File: config.mk
export PLATFORM = sky130hd
export DESIGN_NAME = sprite_frame_sequencer_flat
export DESIGN_NICKNAME = d
export VERILOG_FILES = /design/src/hw/rtl/sfs_pkg.sv /design/src/hw/rtl/sfs_if.sv /design/src/hw/rtl/sprite_frame_sequencer.sv /design/src/hw/rtl/sfs_cfg.sv /design/src/hw/rtl/sfs_div.sv /design/src/flat_wrapper.sv
export SDC_FILE = /design/constraint.sdc
export NUM_CORES = 1
export LEC_CHECK = 0
export BUFFER_PORTS_ARGS = -buffer_cell sky130_fd_sc_hd__buf_2
export CORE_MARGIN = 2
export CORE_UTILIZATION = 47
export DETAILED_ROUTE_END_ITERATION = 10
export SETUP_SLACK_MARGIN = 0.15
export SYNTH_ARGS = -nofsm -noshare
export SYNTH_HDL_FRONTEND = slang
export SYNTH_HIERARCHICAL = 1
export SYNTH_SLANG_ARGS = --single-unit
export TNS_END_PERCENT = 100
File: constraint.sdc
create_clock -name clk -period 16.9 [get_ports clk]
set_input_delay 0.845 -clock clk [delete_from_list [all_inputs] [get_ports clk]]
set_output_delay 0.845 -clock clk [all_outputs]
set_load 0.01 [all_outputs]
File: src/hw/rtl/sfs_pkg.sv
// Package for the sprite frame sequencer: field widths, register indexes,
// event and direction codes, and the configuration register struct.
// No dependencies.
package sfs_pkg;

	localparam int TICK_W     = 24;
	localparam int SUM_W      = TICK_W + 1;
	localparam int STEP_W     = 9;
	localparam int COUNT_W    = 9;
	localparam int POS_W      = 8;
	localparam int MAX_FRAMES = 256;
	localparam int DIV_CNT_W  = $clog2(SUM_W + 1);
	localparam int CFG_IDX_W  = 3;
	localparam int CFG_DATA_W = 24;

	localparam logic [CFG_IDX_W-1:0] REG_FRAME_PERIOD  = 3'd0;
	localparam logic [CFG_IDX_W-1:0] REG_STEP_SIZE     = 3'd1;
	localparam logic [CFG_IDX_W-1:0] REG_FRAME_TOTAL   = 3'd2;
	localparam logic [CFG_IDX_W-1:0] REG_LOOP_ENABLE   = 3'd3;
	localparam logic [CFG_IDX_W-1:0] REG_START_RUNNING = 3'd4;

	localparam logic KIND_UPDATE  = 1'b0;
	localparam logic KIND_RESTART = 1'b1;

	localparam logic [1:0] EV_NONE = 2'd0;
	localparam logic [1:0] EV_END  = 2'd1;
	localparam logic [1:0] EV_LOOP = 2'd2;

	localparam logic [1:0] DIR_NONE = 2'd0;
	localparam logic [1:0] DIR_FWD  = 2'd1;
	localparam logic [1:0] DIR_BWD  = 2'd2;

	typedef struct packed {
		logic [TICK_W-1:0]        frame_period;
		logic signed [STEP_W-1:0] step_size;
		logic [COUNT_W-1:0]       frame_total;
		logic                     loop_enable;
		logic                     start_running;
	} cfg_t;

	typedef struct packed {
		logic                 start;
		logic [DIV_CNT_W-1:0] steps;
	} div_req_t;

endpackage

File: src/hw/rtl/sfs_if.sv
// Handshake interfaces of the sprite frame sequencer: command, result and
// configuration write channels. Depends on sfs_pkg.
interface sfs_cmd_if;
	import sfs_pkg::*;
	logic              valid;
	logic              ready;
	logic              kind;
	logic [TICK_W-1:0] elapsed_ticks;
	modport source (output valid, kind, elapsed_ticks, input ready);
	modport sink (input valid, kind, elapsed_ticks, output ready);
endinterface

interface sfs_rsp_if;
	import sfs_pkg::*;
	logic             valid;
	logic             ready;
	logic [POS_W-1:0] frame_now;
	logic             is_running;
	logic [1:0]       event_code;
	logic [1:0]       move_dir;
	modport source (output valid, frame_now, is_running, event_code, move_dir, input ready);
	modport sink (input valid, frame_now, is_running, event_code, move_dir, output ready);
endinterface

interface sfs_cfg_if;
	import sfs_pkg::*;
	logic                  valid;
	logic                  ready;
	logic [CFG_IDX_W-1:0]  reg_index;
	logic [CFG_DATA_W-1:0] wdata;
	modport source (output valid, reg_index, wdata, input ready);
	modport sink (input valid, reg_index, wdata, output ready);
endinterface

File: src/hw/rtl/sprite_frame_sequencer.sv
// Top level of the sprite frame sequencer: sequencer over the shared divider.
// Depends on sfs_pkg, sfs_if, sfs_cfg and sfs_div.
//
//  Channel | Role   | Payload
//  cmd     | sink   | kind, elapsed_ticks
//  rsp     | source | frame_now, is_running, event_code, move_dir
//  cfg     | sink   | reg_index, wdata
//
// A restart or idle update goes to ST_FIN at once; it loads the result when the slot is free.
// A dividing update ends at the time divide if no frame changes; in one-shot mode, after D3.
// A looped update runs D3 through D6, preceded by D2 when the position must wrap into range.
// A divide takes one step per quotient bit; the time and D4 divides are longest at 25 steps.
// The reset clears the position, the residue and the running flag.
// A new command is taken while a result waits; its own result waits for the slot.
module sprite_frame_sequencer (
	input  logic     clk,
	input  logic     arst_n,
	sfs_cmd_if.sink  cmd,
	sfs_rsp_if.source rsp,
	sfs_cfg_if.sink  cfg
);
	import sfs_pkg::*;

	localparam logic [2:0] ST_IDLE = 3'd0;
	localparam logic [2:0] ST_D1   = 3'd1;
	localparam logic [2:0] ST_D2   = 3'd2;
	localparam logic [2:0] ST_D3   = 3'd3;
	localparam logic [2:0] ST_D4   = 3'd4;
	localparam logic [2:0] ST_D5   = 3'd5;
	localparam logic [2:0] ST_D6   = 3'd6;
	localparam logic [2:0] ST_FIN  = 3'd7;

	cfg_t regs;

	logic [2:0]        state_q, state_d;
	logic [POS_W-1:0]  pos_q, pos_d;
	logic [TICK_W-1:0] residue_q, residue_d;
	logic              run_q, run_d;
	logic [1:0]        event_q, event_d;
	logic [1:0]        dir_q, dir_d;

	div_req_t          req_q;
	logic [SUM_W-1:0]  dvd_q;
	logic [TICK_W-1:0] dvs_q;
	logic              div_done;
	logic [SUM_W-1:0]  quo;
	logic [TICK_W-1:0] rem;

	logic                 launch;
	logic [SUM_W-1:0]     l_dvd;
	logic [TICK_W-1:0]    l_dvs;
	logic [DIV_CNT_W-1:0] l_steps;
	logic                 fin_load;

	logic [SUM_W-1:0] changes_q;
	logic [POS_W-1:0] cmod_q;
	logic             reached_q;

	logic             rsp_valid_q;
	logic [POS_W-1:0] rsp_frame_q;
	logic             rsp_run_q;
	logic [1:0]       rsp_event_q;
	logic [1:0]       rsp_dir_q;

	logic               cmd_acc;
	logic [COUNT_W-1:0] count;
	logic [POS_W-1:0]   last;
	logic [STEP_W-1:0]  step_u;
	logic [STEP_W-1:0]  mag;
	logic               fwd;
	logic [1:0]         dir_code;
	logic               idle_upd;
	logic [SUM_W-1:0]   total;
	logic [POS_W-1:0]   p_clamp;
	logic               need_mod;
	logic [POS_W-1:0]   p_sel;
	logic [POS_W-1:0]   d3_arg;
	logic [COUNT_W-1:0] until_n;
	logic               reached;
	logic [POS_W+STEP_W-1:0] os_delta;
	logic [POS_W-1:0]   step_pos;
	logic [2*POS_W-1:0] prod;
	logic [COUNT_W-1:0] wsum;
	logic [COUNT_W-1:0] wrapped;
	logic [POS_W-1:0]   restart_pos;

	sfs_cfg u_cfg (
		.clk    (clk),
		.arst_n (arst_n),
		.cfg    (cfg),
		.regs   (regs)
	);

	sfs_div u_div (
		.clk       (clk),
		.arst_n    (arst_n),
		.req       (req_q),
		.dividend  (dvd_q),
		.divisor   (dvs_q),
		.done      (div_done),
		.quotient  (quo),
		.remainder (rem)
	);

	assign cmd.ready = (state_q == ST_IDLE);
	assign cmd_acc = cmd.valid && cmd.ready;

	assign count = (regs.frame_total > COUNT_W'(MAX_FRAMES)) ? COUNT_W'(MAX_FRAMES)
		: regs.frame_total;
	assign last = POS_W'(count - COUNT_W'(1));
	assign step_u = regs.step_size;
	assign mag = step_u[STEP_W-1] ? (~step_u + STEP_W'(1)) : step_u;
	assign fwd = (step_u != '0) && !step_u[STEP_W-1];
	assign dir_code = fwd ? DIR_FWD : DIR_BWD;
	assign idle_upd = !run_q || (regs.frame_period == '0) || (step_u == '0) || (count == '0);
	assign total = {1'b0, residue_q} + {1'b0, cmd.elapsed_ticks};
	assign restart_pos = (step_u[STEP_W-1] && (count != '0)) ? last : '0;

	assign p_clamp = (!regs.loop_enable && (pos_q > last)) ? last : pos_q;
	assign need_mod = regs.loop_enable && ({1'b0, pos_q} >= count);
	assign p_sel = (state_q == ST_D2) ? rem[POS_W-1:0] : p_clamp;
	assign d3_arg = fwd ? (last - p_sel) : p_sel;

	assign until_n = {1'b0, quo[POS_W-1:0]} + COUNT_W'(1);
	assign reached = changes_q >= SUM_W'(until_n);
	assign os_delta = (POS_W+STEP_W)'(changes_q[POS_W-1:0]) * (POS_W+STEP_W)'(mag);
	assign step_pos = fwd ? (pos_q + os_delta[POS_W-1:0]) : (pos_q - os_delta[POS_W-1:0]);
	assign prod = (2*POS_W)'(rem[POS_W-1:0]) * (2*POS_W)'(cmod_q);
	assign wsum = fwd ? ({1'b0, pos_q} + {1'b0, rem[POS_W-1:0]})
		: ({1'b0, pos_q} + (count - {1'b0, rem[POS_W-1:0]}));
	assign wrapped = (wsum >= count) ? (wsum - count) : wsum;

	always_comb begin
		state_d   = state_q;
		pos_d     = pos_q;
		residue_d = residue_q;
		run_d     = run_q;
		event_d   = event_q;
		dir_d     = dir_q;
		launch    = 1'b0;
		l_dvd     = '0;
		l_dvs     = '0;
		l_steps   = '0;
		fin_load  = 1'b0;
		unique case (state_q)
			ST_IDLE: begin
				if (cmd_acc) begin
					event_d = EV_NONE;
					dir_d   = DIR_NONE;
					if (cmd.kind == KIND_RESTART) begin
						residue_d = '0;
						run_d     = regs.start_running;
						pos_d     = restart_pos;
						state_d   = ST_FIN;
					end else if (idle_upd) begin
						state_d = ST_FIN;
					end else begin
						launch  = 1'b1;
						l_dvd   = total;
						l_dvs   = regs.frame_period;
						l_steps = DIV_CNT_W'(SUM_W);
						state_d = ST_D1;
					end
				end
			end
			ST_D1: begin
				if (div_done) begin
					residue_d = rem;
					if (quo == '0) begin
						state_d = ST_FIN;
					end else if (need_mod) begin
						launch  = 1'b1;
						l_dvd   = {pos_q, {(SUM_W-POS_W){1'b0}}};
						l_dvs   = TICK_W'(count);
						l_steps = DIV_CNT_W'(POS_W);
						state_d = ST_D2;
					end else begin
						pos_d   = p_sel;
						launch  = 1'b1;
						l_dvd   = {d3_arg, {(SUM_W-POS_W){1'b0}}};
						l_dvs   = TICK_W'(mag);
						l_steps = DIV_CNT_W'(POS_W);
						state_d = ST_D3;
					end
				end
			end
			ST_D2: begin
				if (div_done) begin
					pos_d   = p_sel;
					launch  = 1'b1;
					l_dvd   = {d3_arg, {(SUM_W-POS_W){1'b0}}};
					l_dvs   = TICK_W'(mag);
					l_steps = DIV_CNT_W'(POS_W);
					state_d = ST_D3;
				end
			end
			ST_D3: begin
				if (div_done) begin
					if (!regs.loop_enable) begin
						if (reached) begin
							pos_d     = fwd ? last : '0;
							residue_d = '0;
							run_d     = 1'b0;
							event_d   = EV_END;
							dir_d     = dir_code;
						end else begin
							pos_d = step_pos;
						end
						state_d = ST_FIN;
					end else begin
						launch  = 1'b1;
						l_dvd   = changes_q;
						l_dvs   = TICK_W'(count);
						l_steps = DIV_CNT_W'(SUM_W);
						state_d = ST_D4;
					end
				end
			end
			ST_D4: begin
				if (div_done) begin
					launch  = 1'b1;
					l_dvd   = {mag, {(SUM_W-STEP_W){1'b0}}};
					l_dvs   = TICK_W'(count);
					l_steps = DIV_CNT_W'(STEP_W);
					state_d = ST_D5;
				end
			end
			ST_D5: begin
				if (div_done) begin
					launch  = 1'b1;
					l_dvd   = {prod, {(SUM_W-2*POS_W){1'b0}}};
					l_dvs   = TICK_W'(count);
					l_steps = DIV_CNT_W'(2*POS_W);
					state_d = ST_D6;
				end
			end
			ST_D6: begin
				if (div_done) begin
					pos_d = wrapped[POS_W-1:0];
					if (reached_q) begin
						event_d = EV_LOOP;
						dir_d   = dir_code;
					end
					state_d = ST_FIN;
				end
			end
			ST_FIN: begin
				if (!rsp_valid_q || rsp.ready) begin
					fin_load = 1'b1;
					state_d  = ST_IDLE;
				end
			end
			default: state_d = ST_IDLE;
		endcase
	end

	always_ff @(posedge clk or negedge arst_n) begin
		if (!arst_n) begin
			state_q     <= ST_IDLE;
			pos_q       <= '0;
			residue_q   <= '0;
			run_q       <= 1'b0;
			event_q     <= EV_NONE;
			dir_q       <= DIR_NONE;
			req_q       <= '0;
			rsp_valid_q <= 1'b0;
		end else begin
			state_q     <= state_d;
			pos_q       <= pos_d;
			residue_q   <= residue_d;
			run_q       <= run_d;
			event_q     <= event_d;
			dir_q       <= dir_d;
			req_q.start <= launch;
			req_q.steps <= l_steps;
			if (fin_load) begin
				rsp_valid_q <= 1'b1;
			end else if (rsp.ready) begin
				rsp_valid_q <= 1'b0;
			end
		end
	end

	always_ff @(posedge clk) begin
		if (launch) begin
			dvd_q <= l_dvd;
			dvs_q <= l_dvs;
		end
		if ((state_q == ST_D1) && div_done) begin
			changes_q <= quo;
		end
		if ((state_q == ST_D3) && div_done) begin
			reached_q <= reached;
		end
		if ((state_q == ST_D4) && div_done) begin
			cmod_q <= rem[POS_W-1:0];
		end
		if (fin_load) begin
			rsp_frame_q <= pos_q;
			rsp_run_q   <= run_q;
			rsp_event_q <= event_q;
			rsp_dir_q   <= dir_q;
		end
	end

	assign rsp.valid      = rsp_valid_q;
	assign rsp.frame_now  = rsp_frame_q;
	assign rsp.is_running = rsp_run_q;
	assign rsp.event_code = rsp_event_q;
	assign rsp.move_dir   = rsp_dir_q;

endmodule

File: src/hw/rtl/sfs_cfg.sv
// Configuration register file of the sprite frame sequencer.
// Depends on sfs_pkg and sfs_cfg_if.
module sfs_cfg (
	input  logic          clk,
	input  logic          arst_n,
	sfs_cfg_if.sink       cfg,
	output sfs_pkg::cfg_t regs
);
	import sfs_pkg::*;

	cfg_t regs_q;

	assign cfg.ready = 1'b1;
	assign regs = regs_q;

	always_ff @(posedge clk or negedge arst_n) begin
		if (!arst_n) begin
			regs_q.frame_period  <= '0;
			regs_q.step_size     <= STEP_W'(1);
			regs_q.frame_total   <= '0;
			regs_q.loop_enable   <= 1'b0;
			regs_q.start_running <= 1'b1;
		end else if (cfg.valid) begin
			unique case (cfg.reg_index)
				REG_FRAME_PERIOD:  regs_q.frame_period  <= cfg.wdata[TICK_W-1:0];
				REG_STEP_SIZE:     regs_q.step_size     <= cfg.wdata[STEP_W-1:0];
				REG_FRAME_TOTAL:   regs_q.frame_total   <= cfg.wdata[COUNT_W-1:0];
				REG_LOOP_ENABLE:   regs_q.loop_enable   <= cfg.wdata[0];
				REG_START_RUNNING: regs_q.start_running <= cfg.wdata[0];
				default: begin
				end
			endcase
		end
	end

endmodule

File: src/hw/rtl/sfs_div.sv
// Shared restoring divider of the sprite frame sequencer, one quotient bit
// per cycle over a left-aligned dividend. Depends on sfs_pkg.
module sfs_div (
	input  logic                      clk,
	input  logic                      arst_n,
	input  sfs_pkg::div_req_t         req,
	input  logic [sfs_pkg::SUM_W-1:0]  dividend,
	input  logic [sfs_pkg::TICK_W-1:0] divisor,
	output logic                      done,
	output logic [sfs_pkg::SUM_W-1:0]  quotient,
	output logic [sfs_pkg::TICK_W-1:0] remainder
);
	import sfs_pkg::*;

	logic                 busy_q;
	logic                 done_q;
	logic [DIV_CNT_W-1:0] cnt_q;
	logic [SUM_W-1:0]     qr_q;
	logic [TICK_W-1:0]    r_q;
	logic [SUM_W-1:0]     trial;
	logic [SUM_W-1:0]     diff;
	logic                 fit;

	assign trial = {r_q, qr_q[SUM_W-1]};
	assign diff = trial - {1'b0, divisor};
	assign fit = trial >= {1'b0, divisor};

	always_ff @(posedge clk or negedge arst_n) begin
		if (!arst_n) begin
			busy_q <= 1'b0;
			done_q <= 1'b0;
			cnt_q  <= '0;
		end else begin
			done_q <= 1'b0;
			if (req.start) begin
				busy_q <= 1'b1;
				cnt_q  <= req.steps;
			end else if (busy_q) begin
				cnt_q <= cnt_q - DIV_CNT_W'(1);
				if (cnt_q == DIV_CNT_W'(1)) begin
					busy_q <= 1'b0;
					done_q <= 1'b1;
				end
			end
		end
	end

	always_ff @(posedge clk) begin
		if (req.start) begin
			qr_q <= dividend;
			r_q  <= '0;
		end else if (busy_q) begin
			qr_q <= {qr_q[SUM_W-2:0], fit};
			r_q  <= fit ? diff[TICK_W-1:0] : trial[TICK_W-1:0];
		end
	end

	assign done = done_q;
	assign quotient = qr_q;
	assign remainder = r_q;

endmodule

File: src/flat_wrapper.sv
// flat-port wrapper written by rule: the top's interface ports become plain ports
module sprite_frame_sequencer_flat import sfs_pkg::*;
  (clk, arst_n, cmd_valid, cmd_kind, cmd_elapsed_ticks, cmd_ready, rsp_valid, rsp_frame_now, rsp_is_running, rsp_event_code, rsp_move_dir, rsp_ready, cfg_valid, cfg_reg_index, cfg_wdata, cfg_ready);
  sfs_cmd_if cmd_i ();
  sfs_rsp_if rsp_i ();
  sfs_cfg_if cfg_i ();
  input  logic clk;
  input  logic arst_n;
  input wire logic [$bits(cmd_i.valid)-1:0] cmd_valid;
  input wire logic [$bits(cmd_i.kind)-1:0] cmd_kind;
  input wire logic [$bits(cmd_i.elapsed_ticks)-1:0] cmd_elapsed_ticks;
  output wire logic [$bits(cmd_i.ready)-1:0] cmd_ready;
  output wire logic [$bits(rsp_i.valid)-1:0] rsp_valid;
  output wire logic [$bits(rsp_i.frame_now)-1:0] rsp_frame_now;
  output wire logic [$bits(rsp_i.is_running)-1:0] rsp_is_running;
  output wire logic [$bits(rsp_i.event_code)-1:0] rsp_event_code;
  output wire logic [$bits(rsp_i.move_dir)-1:0] rsp_move_dir;
  input wire logic [$bits(rsp_i.ready)-1:0] rsp_ready;
  input wire logic [$bits(cfg_i.valid)-1:0] cfg_valid;
  input wire logic [$bits(cfg_i.reg_index)-1:0] cfg_reg_index;
  input wire logic [$bits(cfg_i.wdata)-1:0] cfg_wdata;
  output wire logic [$bits(cfg_i.ready)-1:0] cfg_ready;
  assign cmd_i.valid = cmd_valid;
  assign cmd_i.kind = cmd_kind;
  assign cmd_i.elapsed_ticks = cmd_elapsed_ticks;
  assign cmd_ready = cmd_i.ready;
  assign rsp_valid = rsp_i.valid;
  assign rsp_frame_now = rsp_i.frame_now;
  assign rsp_is_running = rsp_i.is_running;
  assign rsp_event_code = rsp_i.event_code;
  assign rsp_move_dir = rsp_i.move_dir;
  assign rsp_i.ready = rsp_ready;
  assign cfg_i.valid = cfg_valid;
  assign cfg_i.reg_index = cfg_reg_index;
  assign cfg_i.wdata = cfg_wdata;
  assign cfg_ready = cfg_i.ready;
  sprite_frame_sequencer u_core (.clk(clk), .arst_n(arst_n), .cmd(cmd_i), .rsp(rsp_i), .cfg(cfg_i));
endmodule
==> impl_table.tex, run 1 <==
\begin{tabular}{lr}
\hline
Metric & Value \\
\hline
\multicolumn{2}{l}{\textbf{Routing}} \\
\quad First-pass iteration count of the detailed router & 6 \\
\quad DRT antenna net count & 0 \\
\quad Residual DRC count & 0 \\
\quad Average via count per standard cell & 5.87 \\
\quad Wire length after detailed routing & $\sim$57000 um \\
\quad Vias & approximately 15000 \\
\quad Final routed wire length divided by cell count & around 22 um \\
\quad Number of DRC markers in iteration 0 & 1377 \\
\multicolumn{2}{l}{\textbf{Setup path}} \\
\quad Logic depth of the worst register-to-register path & 22 \\
\quad CP arrival & between 6 and 7 ns \\
\quad Category of the most critical setup path & flop to flop \\
\quad Startpoint class of the critical path & flop \\
\quad Worst R2R Start & u\_core/u\_cfg/regs[11]\$\_DFFE\_PN1P\_ \\
\quad Largest fanout on the critical path & 13 \\
\quad End of the worst register-to-register path & u\_core/pos\_q[7]\$\_DFFE\_PN0P\_ \\
\quad CP endpoint kind & flop \\
\quad Worst endpoint required time & $\sim$17 ns \\
\quad Reg2reg setup slack & approximately 11 ns \\
\multicolumn{2}{l}{\textbf{Pwr}} \\
\quad Power density over the cells & between 200 and 250 nW/um2 \\
\quad Maximum vdd ir drop & 0.000195 V \\
\quad Leakage power summed over all cells & 9.26 nW \\
\multicolumn{2}{l}{\textbf{Floorplan}} \\
\quad Vertical extent of the die & about 200 um \\
\quad Site row count & 73 \\
\quad Number of ports placed on the die boundary & 73 \\
\quad Standard cell core area & 39900 um2 \\
\quad Die Footprint & between 40000 and 50000 um2 \\
\quad Starting density of the core & 0.479 \\
\quad Chip Width & a little over 200 um \\
\multicolumn{2}{l}{\textbf{STA}} \\
\quad Final Hold Fails & 0 \\
\quad Sum of negative setup slack & 0 ns \\
\quad Slew HR & 0.237 \\
\quad RSZ-0062 raised after global routing & false \\
\quad Final setup violation count & 0 \\
\quad Final critical-path required period & $\sim$6.2 ns \\
\quad Maximum clock skew at final layout & $\sim$0.0086 ns \\
\quad Worst path setup slack after routing & 10.66 ns \\
\quad Final clock period utilization by the worst path & 0.369 \\
\quad Worst-Margin Slew & 1.14 ns \\
\quad Final count of pins violating max slew & 0 \\
\quad Highest Clock Rate & roughly 160 MHz \\
\quad Post-route worst hold slack & between 0.2 and 0.25 ns \\
\multicolumn{2}{l}{\textbf{Clock tree}} \\
\quad Clock-pin slew reported for the worst setup and hold paths after clock tree synthesis & 0.06 ns \\
\quad Hold buffers post-CTS & 0 \\
\quad Clock sinks & about 240 \\
\quad Number of buffers created by CTS & 29 \\
\quad Root Driver & sky130\_fd\_sc\_hd\_\_clkbuf\_16 \\
\quad Post-CTS setup-driven buffer insertion count & 0 \\
\quad Max H-tree Level & 1 \\
\quad Cells resized by post-CTS repair & 0 \\
\quad TritonCTS clock tree & yes \\
\quad Worst skew pair latency & around 0.6 ns \\
\quad Maximum buffer depth of the clock tree & 3 \\
\multicolumn{2}{l}{\textbf{Logic synthesis}} \\
\quad Post-synth EDFFs & 121 \\
\quad Count of warnings emitted by yosys & 6 \\
\quad Fraction of synthesis flops using an asynchronous set or reset pin & 0.398 \\
\quad Proportion of synthesized chip area in sequential cells & 0.341 \\
\quad Commonest register cell after synthesis & sky130\_fd\_sc\_hd\_\_edfxtp\_1 \\
\quad Share of the synthesized area in the top cell type & 0.190 \\
\quad Largest cells by area after synthesis & sky130\_fd\_sc\_hd\_\_edfxtp\_1, sky130\_fd\_sc\_hd\_\_dfrtp\_1, sky130\_fd\_sc\_hd\_\_ha\_1 \\
\quad Count of cell types in the netlist & 97 \\
\quad \#FFs+latches synth & 241 \\
\quad Syn\_area\_per\_cell & 9.45 um2 \\
\quad Number of standard cells after synthesis & 2022 \\
\quad Library cell with the highest instance count after synthesis & sky130\_fd\_sc\_hd\_\_nand2\_1 \\
\quad Yosys top cell by area & sky130\_fd\_sc\_hd\_\_edfxtp\_1 \\
\quad Commonest cells post-synth & sky130\_fd\_sc\_hd\_\_nand2\_1, sky130\_fd\_sc\_hd\_\_inv\_1, sky130\_fd\_sc\_hd\_\_ha\_1, sky130\_fd\_sc\_hd\_\_o21ai\_0, sky130\_fd\_sc\_hd\_\_nor2\_1 \\
\quad Cell area after synthesis & 19100 um2 \\
\multicolumn{2}{l}{\textbf{Min path}} \\
\quad Class of the worst hold path & input pin to async pin \\
\multicolumn{2}{l}{\textbf{Cells and area}} \\
\quad Area used by multi-input combinational logic & 11600 um2 \\
\quad Share of cells above drive strength 1 & 0.127 \\
\quad Count of antenna diodes in the layout & 0 \\
\quad Non-Filler Cell Area, Final & 21200 um2 \\
\quad Filler Cell Count & about 3700 \\
\quad Net count of the finished layout & 2377 \\
\quad Register area & approximately 6500 um2 \\
\quad Layout overhead on the synthesized area & 10.8\% \\
\multicolumn{2}{l}{\textbf{Placement}} \\
\quad RD Place Congestion & 0.983 \\
\quad Port Buffers & 71 \\
\quad Detail Placement HPWL & 44000 um \\
\quad Placement-stage worst setup slack & roughly 11 ns \\
\quad Area after DPL & 20100 um2 \\
\multicolumn{2}{l}{\textbf{Global routing}} \\
\quad Final global-route overflow total & 0 \\
\quad First-pass GRT wire length & 87100 um \\
\quad Overall global routing resource usage & 0.271 \\
\quad Maximum number of pins on one net before global-route repair & 66 \\
\quad Initial antenna violation count & 1 \\
\quad Via count of the first global-routing pass & 14800 \\
\multicolumn{2}{l}{\textbf{Job}} \\
\quad Number of maximum-capacitance constraint violations & 0 \\
\multicolumn{2}{l}{\textbf{Status}} \\
\quad Result of the run & finished clean \\
\hline
\end{tabular}
[cells in the final DEF (no fill, tap or decap), drive strengths merged, types with 9 or more instances in the layout]
| cell | netlist | final |
|---|---|---|
| ha | 178 | 178 |
| dfxtp | 24 | 24 |
| nand4 | 13 | 13 |
| a22oi | 16 | 16 |
| xor2 | 49 | 49 |
| nand2b | 23 | 23 |
| nor3 | 28 | 28 |
| o31ai | 17 | 17 |
| and3 | 10 | 10 |
| nor4 | 19 | 19 |
| a211oi | 11 | 11 |
| a21oi | 101 | 101 |
| or3 | 11 | 11 |
| o211ai | 15 | 15 |
| nand3 | 42 | 42 |
| edfxtp | 121 | 121 |
| dfrtp | 94 | 94 |
| mux2 | 73 | 73 |
| a222oi | 9 | 9 |
| o21a | 14 | 14 |
| o21ai | 140 | 140 |
| a31oi | 10 | 10 |
| o21bai | 10 | 10 |
| clkbuf | 62 | 32 |
| and2 | 59 | 59 |
| o41ai | 10 | 10 |
| inv | 182 | 188 |
| nor2 | 126 | 126 |
| xnor2 | 70 | 70 |
| a311oi | 15 | 15 |
| a21o | 29 | 29 |
| nor2b | 32 | 32 |
| mux2i | 20 | 20 |
| fa | 62 | 62 |
| nand2 | 214 | 214 |
| buf | 17 | 105 |
[area by class of cell]
type,instances,area share
Clock buffer,32,0.0378
Clock inverter,22,0.0134
Inverter,183,0.0325
Multi-Input combinational cell,1520,0.548
Sequential cell,241,0.308
Tap cell,525,0.0310
Timing Repair Buffer,105,0.0290
[kinds of logic (layout without fill, tap and decap cells)]
family                     count (synthesis)  in the layout  share of synthesized area
other                                      2              3                   0.000393
and+or+nand+nor                          605            605                      0.155
DFF                                      241            241                      0.341
buffers and inverters                    262            342                     0.0538
adders and majority gates                240            240                      0.182
AOI/OAI and AO/OA                        460            460                      0.160
xor gates and xnor gates                 119            119                     0.0546
muxes                                     93             93                     0.0542
[metal layers]
| metal | vias up | wire [um] | share of wire | global-route usage |
|---|---|---|---|---|
| met5 | - | 0 | 0 | 0 |
| met4 | 0 | 1870 | 0.033 | 0.0933 |
| met3 | 101 | 4130 | 0.072 | 0.0455 |
| met2 | 527 | 25500 | 0.45 | 0.417 |
| met1 | 7512 | 25700 | 0.45 | 0.385 |
| li1 | 7290 | - | - | - |
[flip-flops by register name, indices dropped and copies added, names as in the netlist, 24 cells and up]
name,flops
u_core/dvs_q,24
u_core/residue_q,24
u_core/u_cfg/regs,44
u_core/u_div/remainder,24
u_core/u_div/quotient,25
u_core/changes_q,25
u_core/dvd_q,25
[critical path, cell delays in order (launching register included)]
cell	delay, ns
sky130_fd_sc_hd__dfstp_2	0.69
sky130_fd_sc_hd__inv_1	0.08
sky130_fd_sc_hd__ha_1	0.23
sky130_fd_sc_hd__nand2b_1	0.13
sky130_fd_sc_hd__o21ai_0	0.11
sky130_fd_sc_hd__xnor2_1	0.68
sky130_fd_sc_hd__nand2_1	0.15
sky130_fd_sc_hd__fa_1	0.50
sky130_fd_sc_hd__inv_1	0.04
sky130_fd_sc_hd__ha_1	0.26
sky130_fd_sc_hd__inv_1	0.05
sky130_fd_sc_hd__fa_1	0.52
sky130_fd_sc_hd__inv_1	0.07
sky130_fd_sc_hd__fa_1	0.46
sky130_fd_sc_hd__xor2_1	0.29
sky130_fd_sc_hd__nor2_1	0.07
sky130_fd_sc_hd__a31oi_1	0.20
sky130_fd_sc_hd__xor2_1	0.10
sky130_fd_sc_hd__ha_1	0.22
sky130_fd_sc_hd__o41ai_1	0.63
sky130_fd_sc_hd__or4_1	0.20
sky130_fd_sc_hd__a21boi_0	0.08
sky130_fd_sc_hd__o32a_1	0.35
[power breakdown]
part	switching [mW]	total [mW]	internal (mW)	leakage [nW]
clock	0.278	0.702	0.423	0.521
sequential	0.183	0.953	0.770	2.53
combinational	1.77	3.01	1.24	6.20
[how the worst max path moves through the flow]
stage | startpoint | endpoint | slack (ns) | depth (start not counted)
after detailed placement | u_core/u_cfg/regs[11]$_DFFE_PN1P_ | u_core/pos_q[7]$_DFFE_PN0P_ | 10.77 | 22
after global placement | u_core/u_cfg/regs[11]$_DFFE_PN1P_ | u_core/pos_q[7]$_DFFE_PN0P_ | 10.96 | 22
after CTS | u_core/u_cfg/regs[11]$_DFFE_PN1P_ | u_core/pos_q[7]$_DFFE_PN0P_ | 10.76 | 22
final | u_core/u_cfg/regs[11]$_DFFE_PN1P_ | u_core/pos_q[7]$_DFFE_PN0P_ | 10.66 | 22
after global routing | u_core/u_cfg/regs[11]$_DFFE_PN1P_ | u_core/pos_q[7]$_DFFE_PN0P_ | 10.27 | 22
after floorplan | u_core/u_cfg/regs[11]$_DFFE_PN1P_ | u_core/pos_q[7]$_DFFE_PN0P_ | 11.23 | 22
[through the flow]
stage | cells | utilization | total power, mW
after global placement | 2574 | 0.503 | 3.90
after global routing | 2628 | 0.530 | 5.06
after detailed placement | 2574 | 0.503 | 3.93
after floorplan | 2023 | - | 3.13
final | 2628 | 0.530 | 4.66
after CTS | 2628 | 0.530 | 4.66
No activity file was read; power rests on OpenSTA's default activity.
==> inputs of run 2 (changes only) <==
--- a/config.mk
+++ b/config.mk
@@ -9,6 +9,7 @@
 export CORE_MARGIN = 2
 export CORE_UTILIZATION = 47
 export DETAILED_ROUTE_END_ITERATION = 10
+export PLACE_DENSITY = 0.66
 export SETUP_SLACK_MARGIN = 0.15
 export SYNTH_ARGS = -nofsm -noshare
 export SYNTH_HDL_FRONTEND = slang
==> constraint.sdc (replaced) <==
create_clock -name clk -period 5.1 [get_ports clk]
set_input_delay 0.255 -clock clk [delete_from_list [all_inputs] [get_ports clk]]
set_output_delay 0.255 -clock clk [all_outputs]
set_load 0.01 [all_outputs]
==> impl_table.tex, run 2 (synthesized netlist as in run 1, its figures left out) <==
\begin{tabular}{lr}
\hline
Metric & Value \\
\hline
\multicolumn{2}{l}{\textbf{Min path}} \\
\quad Class of the worst hold path & input pin to flop (was input pin to async pin) \\
\quad WHS Path Cells & 2 \\
\quad Hold-critical path endpoint & u\_core/u\_cfg/regs[0]\$\_DFFE\_PN1P\_ \\
\quad Worst Hold Launch & cfg\_wdata[0] \\
\multicolumn{2}{l}{\textbf{STA}} \\
\quad Final setup violation count & 1 (was 0) \\
\quad Final count of pins violating max slew & 0 (unchanged) \\
\quad Post-route worst hold slack & 0.0259 ns (was 0.243 ns) \\
\quad Sum of negative setup slack & -0.133 ns (was 0 ns) \\
\quad Worst-Margin Slew & 1.17 ns (was 1.14 ns) \\
\quad RSZ-0062 raised after global routing & true (was false) \\
\quad Final clock period utilization by the worst path & 1.03 (was 0.369) \\
\quad Highest Clock Rate & 191 MHz (was 160 MHz) \\
\quad Final Hold Fails & 0 (unchanged) \\
\quad Maximum clock skew at final layout & 0.0180 ns (was 0.00864 ns) \\
\quad Worst path setup slack after routing & -0.133 ns (was 10.66 ns) \\
\quad Slew HR & 0.213 (was 0.237) \\
\quad Final critical-path required period & 5.23 ns (was 6.24 ns) \\
\multicolumn{2}{l}{\textbf{Placement}} \\
\quad Cell Count Post-Placement & 2632 (was 2574) \\
\quad RD Place Congestion & 0.967 (was 0.983) \\
\quad Detail Placement HPWL & 45200 um (was 44000 um) \\
\quad Area after DPL & 20700 um2 (was 20100 um2) \\
\quad Port Buffers & 71 (unchanged) \\
\multicolumn{2}{l}{\textbf{Floorplan}} \\
\quad Site row count & 73 (unchanged) \\
\quad Vertical extent of the die & 206 um (unchanged) \\
\quad Number of ports placed on the die boundary & 73 (unchanged) \\
\quad Chip Width & 206 um (unchanged) \\
\quad Starting density of the core & 0.479 (unchanged) \\
\quad Die Footprint & 42300 um2 (unchanged) \\
\quad Standard cell core area & 39900 um2 (unchanged) \\
\multicolumn{2}{l}{\textbf{Pwr}} \\
\quad Power spent charging and discharging nets & 7.97 mW (was 2.23 mW) \\
\quad Power density over the cells & 756 nW/um2 (was 220 nW/um2) \\
\quad Combinational share of power & 0.699 (was 0.645) \\
\quad Maximum vdd ir drop & 0.000617 V (was 0.000195 V) \\
\quad Share of total power in the clock network & 0.119 (was 0.150) \\
\quad Internal power & 8.94 mW (was 2.43 mW) \\
\quad Leakage power summed over all cells & 9.75 nW (was 9.26 nW) \\
\quad Overall power after layout & 16.9 mW (was 4.66 mW) \\
\quad Net switching share of the total power & 0.471 (was 0.478) \\
\quad Reg power frac & 0.182 (was 0.204) \\
\multicolumn{2}{l}{\textbf{Global routing}} \\
\quad Overall global routing resource usage & 0.281 (was 0.271) \\
\quad Final global-route overflow total & 0 (unchanged) \\
\quad First-pass GRT wire length & 91200 um (was 87100 um) \\
\quad Via count of the first global-routing pass & 15900 (was 14800) \\
\quad Maximum number of pins on one net before global-route repair & 52 (was 66) \\
\quad Initial antenna violation count & 0 (was 1) \\
\multicolumn{2}{l}{\textbf{Setup path}} \\
\quad Largest fanout on the critical path & 5 (was 13) \\
\quad CP arrival & 5.77 ns (was 6.71 ns) \\
\quad End of the worst register-to-register path & u\_core/pos\_q[7]\$\_DFFE\_PN0P\_ (unchanged) \\
\quad Worst endpoint required time & 5.63 ns (was 17.37 ns) \\
\quad Logic depth of the worst register-to-register path & 25 (was 22) \\
\quad CP endpoint kind & flop (unchanged) \\
\quad Worst R2R Start & u\_core/u\_cfg/regs[11]\$\_DFFE\_PN1P\_ (unchanged) \\
\quad Startpoint class of the critical path & flop (unchanged) \\
\quad Category of the most critical setup path & flop to flop (unchanged) \\
\quad Reg2reg setup slack & -0.13 ns (was 10.66 ns) \\
\multicolumn{2}{l}{\textbf{Cells and area}} \\
\quad Flip-flop count of the largest register, all copies and words added & 44 (unchanged) \\
\quad Share of cells above drive strength 1 & 0.196 (was 0.127) \\
\quad Count of antenna diodes in the layout & 0 (unchanged) \\
\quad Non-Filler Cell Area, Final & 22400 um2 (was 21200 um2) \\
\quad Commonest non-fill, non-tap cells in the layout & sky130\_fd\_sc\_hd\_\_nand2\_1, sky130\_fd\_sc\_hd\_\_inv\_1, sky130\_fd\_sc\_hd\_\_ha\_1, sky130\_fd\_sc\_hd\_\_o21ai\_0, sky130\_fd\_sc\_hd\_\_edfxtp\_1 (was sky130\_fd\_sc\_hd\_\_nand2\_1, sky130\_fd\_sc\_hd\_\_inv\_1, sky130\_fd\_sc\_hd\_\_ha\_1, sky130\_fd\_sc\_hd\_\_o21ai\_0, sky130\_fd\_sc\_hd\_\_nor2\_1) \\
\quad Net count of the finished layout & 2481 (was 2377) \\
\quad Layout overhead on the synthesized area & 17.0\% (was 10.8\%) \\
\quad Most frequent standard cell in the layout excluding fill and tap cells & sky130\_fd\_sc\_hd\_\_nand2\_1 (unchanged) \\
\quad Number of non-filler instances in the completed layout & 2731 (was 2628) \\
\multicolumn{2}{l}{\textbf{Routing}} \\
\quad Residual DRC count & 0 (unchanged) \\
\quad Vias & 16300 (was 15400) \\
\quad Number of DRC markers in iteration 0 & 1791 (was 1377) \\
\quad Wire length after detailed routing & 59200 um (was 57300 um) \\
\quad DRT antenna net count & 0 (unchanged) \\
\quad First-pass iteration count of the detailed router & 8 (was 6) \\
\quad Final routed wire length divided by cell count & 21.7 um (was 21.8 um) \\
\quad Average via count per standard cell & 5.96 (was 5.87) \\
\multicolumn{2}{l}{\textbf{Clock tree}} \\
\quad Root Driver & sky130\_fd\_sc\_hd\_\_clkbuf\_16 (unchanged) \\
\quad Max H-tree Level & 1 (unchanged) \\
\quad Maximum buffer depth of the clock tree & 3 (unchanged) \\
\quad Worst skew pair latency & 0.59 ns (about the same) \\
\quad Clock-pin slew reported for the worst setup and hold paths after clock tree synthesis & 0.07 ns (was 0.06 ns) \\
\quad Number of buffers created by CTS & 28 (was 29) \\
\quad TritonCTS clock tree & yes (unchanged) \\
\quad Clock sinks & 241 (unchanged) \\
\multicolumn{2}{l}{\textbf{Status}} \\
\quad Violations in the final reports & setup timing \\
\quad Result of the run & complete, but fails checks (was finished clean) \\
\multicolumn{2}{l}{\textbf{Job}} \\
\quad Number of maximum-capacitance constraint violations & 0 (unchanged) \\
\hline
\end{tabular}
## run 2: power groups by stage
stage	clock (mW)	sequential, mW	combinational (mW)
after floorplan	0	2.89	7.70
after global placement	0	3.07	10.3
after detailed placement	0	3.08	10.5
after CTS	2.03	3.05	10.6
after global routing	2.11	3.12	13.1
final	2.01	3.08	11.8
## run 2: worst max path at each step
stage	slack, ns	to	depth (start not counted)	from
floorplan	0.02	u_core/pos_q[7]$_DFFE_PN0P_	26	u_core/u_cfg/regs[11]$_DFFE_PN1P_
global placement	-0.007	u_core/pos_q[7]$_DFFE_PN0P_	22	u_core/u_cfg/regs[11]$_DFFE_PN1P_
detailed placement	-0.10	u_core/pos_q[7]$_DFFE_PN0P_	21	u_core/u_cfg/regs[11]$_DFFE_PN1P_
CTS	-0.08	u_core/pos_q[7]$_DFFE_PN0P_	25	u_core/u_cfg/regs[11]$_DFFE_PN1P_
global route	-0.39	u_core/pos_q[7]$_DFFE_PN0P_	25	u_core/u_cfg/regs[11]$_DFFE_PN1P_
finish	-0.13	u_core/pos_q[7]$_DFFE_PN0P_	25	u_core/u_cfg/regs[11]$_DFFE_PN1P_
## run 2: critical path: stages, from the launching register on
cell and delay [ns]:
sky130_fd_sc_hd__dfstp_2 0.56, sky130_fd_sc_hd__inv_4 0.04, sky130_fd_sc_hd__ha_4 0.25, sky130_fd_sc_hd__nand2_2 0.05
sky130_fd_sc_hd__a21boi_4 0.17, sky130_fd_sc_hd__nor2b_2 0.12, sky130_fd_sc_hd__ha_2 0.17, sky130_fd_sc_hd__inv_2 0.03
sky130_fd_sc_hd__fa_1 0.49, sky130_fd_sc_hd__inv_2 0.05, sky130_fd_sc_hd__ha_4 0.26, sky130_fd_sc_hd__inv_2 0.03
sky130_fd_sc_hd__fa_1 0.48, sky130_fd_sc_hd__inv_2 0.06, sky130_fd_sc_hd__fa_2 0.56, sky130_fd_sc_hd__nor2_1 0.05
sky130_fd_sc_hd__nand2_1 0.09, sky130_fd_sc_hd__nand2_1 0.08, sky130_fd_sc_hd__xnor2_1 0.16, sky130_fd_sc_hd__ha_1 0.31
sky130_fd_sc_hd__nor3_1 0.11, sky130_fd_sc_hd__nor2_2 0.16, sky130_fd_sc_hd__o41ai_4 0.12, sky130_fd_sc_hd__or4_1 0.47
sky130_fd_sc_hd__a21boi_1 0.14, sky130_fd_sc_hd__o32a_1 0.16
## run 2: repair_timing
| action | in CTS | in global routing |
|---|---|---|
| hold endpoints to repair | 88 | 0 |
| setup endpoints to repair | 5 | 13 |
| buffers inserted | 2 | 20 |
| hold buffers | 25 | 0 |
| pin swaps | 14 | 41 |
| resized for setup | 10 | 74 |
## run 2: per-layer routing
metal,wire (um),GRT usage
met4,2170,0.0902
met3,5050,0.0480
met2,26900,0.453
met1,25000,0.385
met5,0,0
## run 2: cell type report
type                    count  area, um2
clock inverters            14        125
well taps                 525        657
multi-input cells        1520      12100
fillers                  3515      17600
clock buffers              38        790
flip-flops and latches    241       6530
repair buffers            210       1480
inverters                 183        691
## run 2: per-stage QoR
| step | worst slack (ns) | utilization |
|---|---|---|
| after global placement | -0.00660 | 0.518 |
| after detailed placement | -0.100 | 0.518 |
| final | -0.133 | 0.560 |
| after global routing | -0.394 | 0.560 |
| after floorplan | 0.0160 | - |
| after CTS | -0.0821 | 0.549 |
